$ cat src/tfn_pkg.sv
// shared constants, types and helpers for the triangle face normal core
// no dependencies; every other file refers to this package by scoped names
`timescale 1ns / 1ps
package tfn_pkg;

  // coordinate width of one vertex component (signed q15.8 at 24 bits)
  localparam int unsigned CoordWidth = 24;
  localparam int unsigned DiffWidth  = CoordWidth + 1;
  localparam int unsigned ProdWidth  = 2 * DiffWidth;
  localparam int unsigned CrossWidth = ProdWidth + 1;
  localparam int unsigned ShiftWidth = $clog2(CrossWidth + 1);

  localparam int unsigned RootWidth  = 16;
  localparam int unsigned SqWidth    = 2 * RootWidth;
  localparam int unsigned SumWidth   = SqWidth + 2;
  localparam int unsigned QWidth     = 15;
  localparam int unsigned QMax       = 16384;
  localparam int unsigned FracShift  = 30;
  localparam int unsigned AccWidth   = 2 * QWidth + SumWidth + 2;
  localparam int unsigned OutWidth   = 16;

  typedef logic [CrossWidth-1:0] cross_mag_t;
  typedef logic [ShiftWidth-1:0] shift_t;

  // sideband that travels alongside one transaction
  typedef struct packed {
    logic       valid;
    logic       degen;
    logic [2:0] neg;
  } side_t;

  // number of significant bits of an unsigned word
  function automatic shift_t bit_len(cross_mag_t v);
    shift_t n;
    n = '0;
    for (int i = 0; i < CrossWidth; i++) begin
      if (v[i]) begin
        n = shift_t'(i + 1);
      end
    end
    return n;
  endfunction

endpackage

$ cat src/tfn_norm.sv
// block normalisation of the cross product, squares and their sum
// four register stages; depends on tfn_pkg
`timescale 1ns / 1ps
module tfn_norm (
  input  logic                                  clk_i,
  input  logic                                  rst_ni,
  input  logic                                  valid_i,
  input  logic [2:0][tfn_pkg::CrossWidth-1:0]   mag_i,
  input  logic [2:0]                            neg_i,
  output tfn_pkg::side_t                        side_o,
  output logic [2:0][tfn_pkg::SqWidth-1:0]      sq_o,
  output logic [tfn_pkg::SumWidth-1:0]          sum_o
);

  localparam int unsigned NW = tfn_pkg::CrossWidth;
  localparam int unsigned RW = tfn_pkg::RootWidth;
  localparam int unsigned SQ = tfn_pkg::SqWidth;
  localparam int unsigned SW = tfn_pkg::SumWidth;

  logic [3:0] valid_q;
  tfn_pkg::side_t side4_q, side5_q, side6_q, side7_q;

  tfn_pkg::shift_t  bl_d;
  tfn_pkg::shift_t  k_d;
  tfn_pkg::shift_t  k_q;
  logic [2:0][NW-1:0] mag_q;
  logic [2:0][NW-1:0] shifted_d;
  logic [2:0][RW-1:0] r_q;
  logic [2:0][SQ-1:0] sq_q;
  logic [2:0][SQ-1:0] sq7_q;
  logic [SW-1:0]      sum_q;

  always_comb begin
    bl_d = tfn_pkg::bit_len(mag_i[0] | mag_i[1] | mag_i[2]);
    k_d  = (bl_d > tfn_pkg::shift_t'(RW)) ? bl_d - tfn_pkg::shift_t'(RW) : '0;
  end

  always_comb begin
    for (int i = 0; i < 3; i++) begin
      shifted_d[i] = mag_q[i] >> k_q;
    end
  end

  always_ff @(posedge clk_i or negedge rst_ni) begin
    if (!rst_ni) begin
      valid_q <= '0;
    end else begin
      valid_q <= {valid_q[2:0], valid_i};
    end
  end

  always_ff @(posedge clk_i) begin
    k_q           <= k_d;
    mag_q         <= mag_i;
    side4_q.valid <= valid_i;
    side4_q.degen <= (bl_d == '0);
    side4_q.neg   <= neg_i;
    for (int i = 0; i < 3; i++) begin
      r_q[i]  <= shifted_d[i][RW-1:0];
      sq_q[i] <= SQ'(r_q[i]) * SQ'(r_q[i]);
    end
    side5_q <= side4_q;
    side6_q <= side5_q;
    side7_q <= side6_q;
    sq7_q   <= sq_q;
    sum_q   <= SW'(sq_q[0]) + SW'(sq_q[1]) + SW'(sq_q[2]);
  end

  always_comb begin
    side_o       = side7_q;
    side_o.valid = valid_q[3];
  end

  assign sq_o  = sq7_q;
  assign sum_o = sum_q;

endmodule

$ cat config.mk
export PLATFORM = sky130hd
export DESIGN_NAME = tfn_norm
export DESIGN_NICKNAME = d
export VERILOG_FILES = /design/src/tfn_pkg.sv /design/src/tfn_norm.sv
export SDC_FILE = /design/constraint.sdc
export NUM_CORES = 2
export LEC_CHECK = 0
export ABC_AREA = 1
export BUFFER_PORTS_ARGS = -buffer_cell sky130_fd_sc_hd__buf_4
export CORE_MARGIN = 5
export CORE_UTILIZATION = 35
export DETAILED_ROUTE_END_ITERATION = 16
export GPL_ROUTABILITY_DRIVEN = 0
export GPL_TIMING_DRIVEN = 0
export PLACE_DENSITY = 0.51
export SYNTH_ARGS = -nofsm -noshare
export SYNTH_HDL_FRONTEND = slang
export SYNTH_SLANG_ARGS = --single-unit
$ cat constraint.sdc
create_clock -name clk_i -period 8.45 [get_ports clk_i]
set_input_delay 1.69 -clock clk_i [delete_from_list [all_inputs] [get_ports clk_i]]
set_output_delay 1.69 -clock clk_i [all_outputs]
set_load 0.02 [all_outputs]
==> results.cfg <==
[status]
status = completed

[clock_tree]
h-tree-depth = 2
insertion_delay_ns = 0.67
cts_root_buf = clkbuf_16
cts_tree = done
cts_setup_buffers = 0
numCtsBuffers = 52
cts_num_sinks = 447
cts_max_path_buffers = 3
clkSlewWorstSetupHoldPaths_ns = 0.07

[worst_hold_path]
min_from = side6_q[1]
hold_path_depth = 0
hp-class = reg2reg
min_to = side_o[1]

[critical_path]
crit_fanout = 10
cpMostUsedCell = fa_1
worstPathRequired_ns = 8.99
path_buf_inv = 5
regToRegEndpoint = sq_q[62]
worstSetupEndpointType = register
cp_slowest_cell = clkbuf_1
critPathArrivalTime_ns = 8.43
r2r-start = r_q[29]
slowest_delay_ns = 0.62
r2r_cells = 31
critical_path.startpoint_type = register
crit_family = adder cells
critical_path_class = reg2reg
r2r_slack_ns = 0.56

[routing]
met1_length_mm = 52.19
vias = 33250
drt-total-wl_mm = 135.2
viasPerCell = 4.903
drtIter0Drc = 2873
drc_errors = 0
maxUsedRoutingLayer = met4
drt-pass1-iter-count = 6
wl_per_cell_um = 19.93
wl_met2_mm = 64.47
wl_met3_mm = 10.11
detail-route-antenna-nets = 0

[floorplanning]
rows = 123
core_mm2 = 0.1127
initial_utilization = 0.3525
num_io_pins = 294
die_h_um = 346.8
dieWidth_um = 346.8
die-area_mm2 = 0.1203

[yosys]
synth-seq-area-share = 0.2259
synth_top_family_by_area = adder cells
yosys.area_share.adder = 0.3682
ys_ff_latch = 447
ys.flop_type = dfxtp_1
synthMuxAreaShare = 0.006807
yosysWarnings = 0
yosysUniqueCellTypes = 57
synth_xor_area_frac = 0.03044
synth-compound-area-share = 0.08411
avgSynthCellArea_um2 = 8.118
synth_cells = 4891
syn_area_mm2 = 0.03971
yosys.area_share.simple = 0.1660
synth_edf_count = 0
async_flop_share = 0.008949

[place]
io_buffers = 290
dpl_cell_area_mm2 = 0.04378
dp_hpwl_mm = 113.9
placedCellCount = 6686

[timing]
drv_slew = 0
slew_headroom = 0.2937
hold_viol = 0
fin_hold_ws_ns = 0.3251
setup_tns_ns = 0
max_freq_mhz = 126.8
fin_skew_ns = 0.03294
finalCritPeriodShare = 0.9336
setup_violations = 0
rsz0062_at_grt = no
final.min_clock_period_ns = 7.889
tightest_slew_ns = 1.059

[final_layout]
nets = 6253
instances_no_fill = 6781
layout_common_cells = 1159 x nand2_1, 1019 x inv_1, 526 x fa_1
seq_area_mm2 = 0.008969
final_common_cell = nand2_1
multi_input_area_mm2 = 0.02605
fill_cells = 11750
syn_to_final_growth_pct = 14.71
layout-drive-gt1-share = 0.08333
post-route-cell-area_mm2 = 0.04555

[job]
maxCapViolations = 0

[grt]
grt-ovfl-total = 0
grtUsageTotal = 0.2235
grt_max_degree = 16
grt_pass1_vias = 34960
grt_pass1_wl_mm = 207.1
antenna_found_initial = 1
registers in the layout, summed over array words and instances (netlist names):
signal / flops
k_q: 6
mag_q: 153
r_q: 48
side4_q: 4
side5_q: 4
side6_q: 4
side_o: 4
sq_o: 93
sq_q: 93
sum_o: 34
valid_q: 4
what timing repair did:
item,in CTS,in global routing
endpoints found under the setup margin,0,2
hold buffers,0,0
resized for setup,0,2
layout make-up:
class / instances / share of cell area
antenna: 1 / 0.00005494
buffer: 221 / 0.01857
clock buffer: 62 / 0.03049
clock inverter: 31 / 0.008104
inverter: 1028 / 0.08472
multi-input combinational: 3200 / 0.5720
sequential: 447 / 0.1969
tap: 1500 / 0.04121
timing repair buffer: 291 / 0.04796
Yosys cell counts, types with 2 or more instances:
cell type	instances	area, um^2
a211oi_1	4	30.03
a21o_1	8	60.06
a21oi_1	145	725.7
a21oi_2	3	26.28
a221o_1	4	40.04
a221oi_1	6	52.55
a22o_1	4	35.03
a31oi_1	27	168.9
and2_1	3	18.77
buf_1	35	131.4
buf_4	4	30.03
clkbuf_1	182	683.2
clkinv_1	4	15.01
dfrtp_1	4	100.1
dfxtp_1	443	8869
fa_1	526	10530
ha_1	327	4091
inv_1	1019	3825
inv_2	5	18.77
mux2i_1	27	270.3
nand2_1	1159	4350
nand3_1	215	1076
nand4_1	5	31.28
nor2_1	133	499.2
nor2_2	6	37.54
nor3_1	32	160.2
nor3_2	11	110.1
nor3_4	11	178.9
o2111ai_1	2	17.52
o211ai_1	36	270.3
o21ai_0	262	1311
o21ai_1	18	90.09
o21ai_2	2	17.52
o21bai_1	14	105.1
o221ai_1	14	122.6
o22a_1	2	17.52
o22ai_1	11	68.82
o311ai_0	5	43.79
o31ai_1	6	45.04
or2_2	14	87.58
xnor2_1	35	306.5
xor2_1	103	902.1
worst max-delay path by stage:
| stage | cells after the start | slack, ns | end | from |
|---|---|---|---|---|
| floorplan | 33 | 1.99 | sq_q[62] | r_q[24] |
| global placement | 33 | 0.55 | sq_q[26] | r_q[3] |
| detailed placement | 33 | 0.54 | sq_q[26] | r_q[3] |
| CTS | 33 | 0.49 | sq_q[26] | r_q[3] |
| global route | 31 | 0.05 | sq_q[62] | r_q[29] |
| finish | 31 | 0.56 | sq_q[62] | r_q[29] |
kinds of logic after synthesis:
group | Yosys count
AOI/OAI and AO/OA | 583
buffers and inverters | 1249
adders and majority gates | 853
other | 1
muxes | 27
and+or+nand+nor | 1593
DFF | 447
xor gates and xnor gates | 138
metrics by stage:
step	util	setup slack [ns]
final	0.4043	0.5608
after global placement	0.3886	0.5462
after floorplan	-	1.989
after global routing	0.4043	0.05012
after detailed placement	0.3886	0.5352
after CTS	0.4042	0.4887
metal layers:
metal  global-route usage  vias to the layer above
li1                     -                    15640
met1               0.2656                    15730
met2               0.3861                     1453
met3              0.04457                      419
met4               0.1110                        0
met5                    0                        -
Power is left out: the tool's default activity adds up to more than one toggle a clock period on the data nets, which glitch-free logic cannot reach.
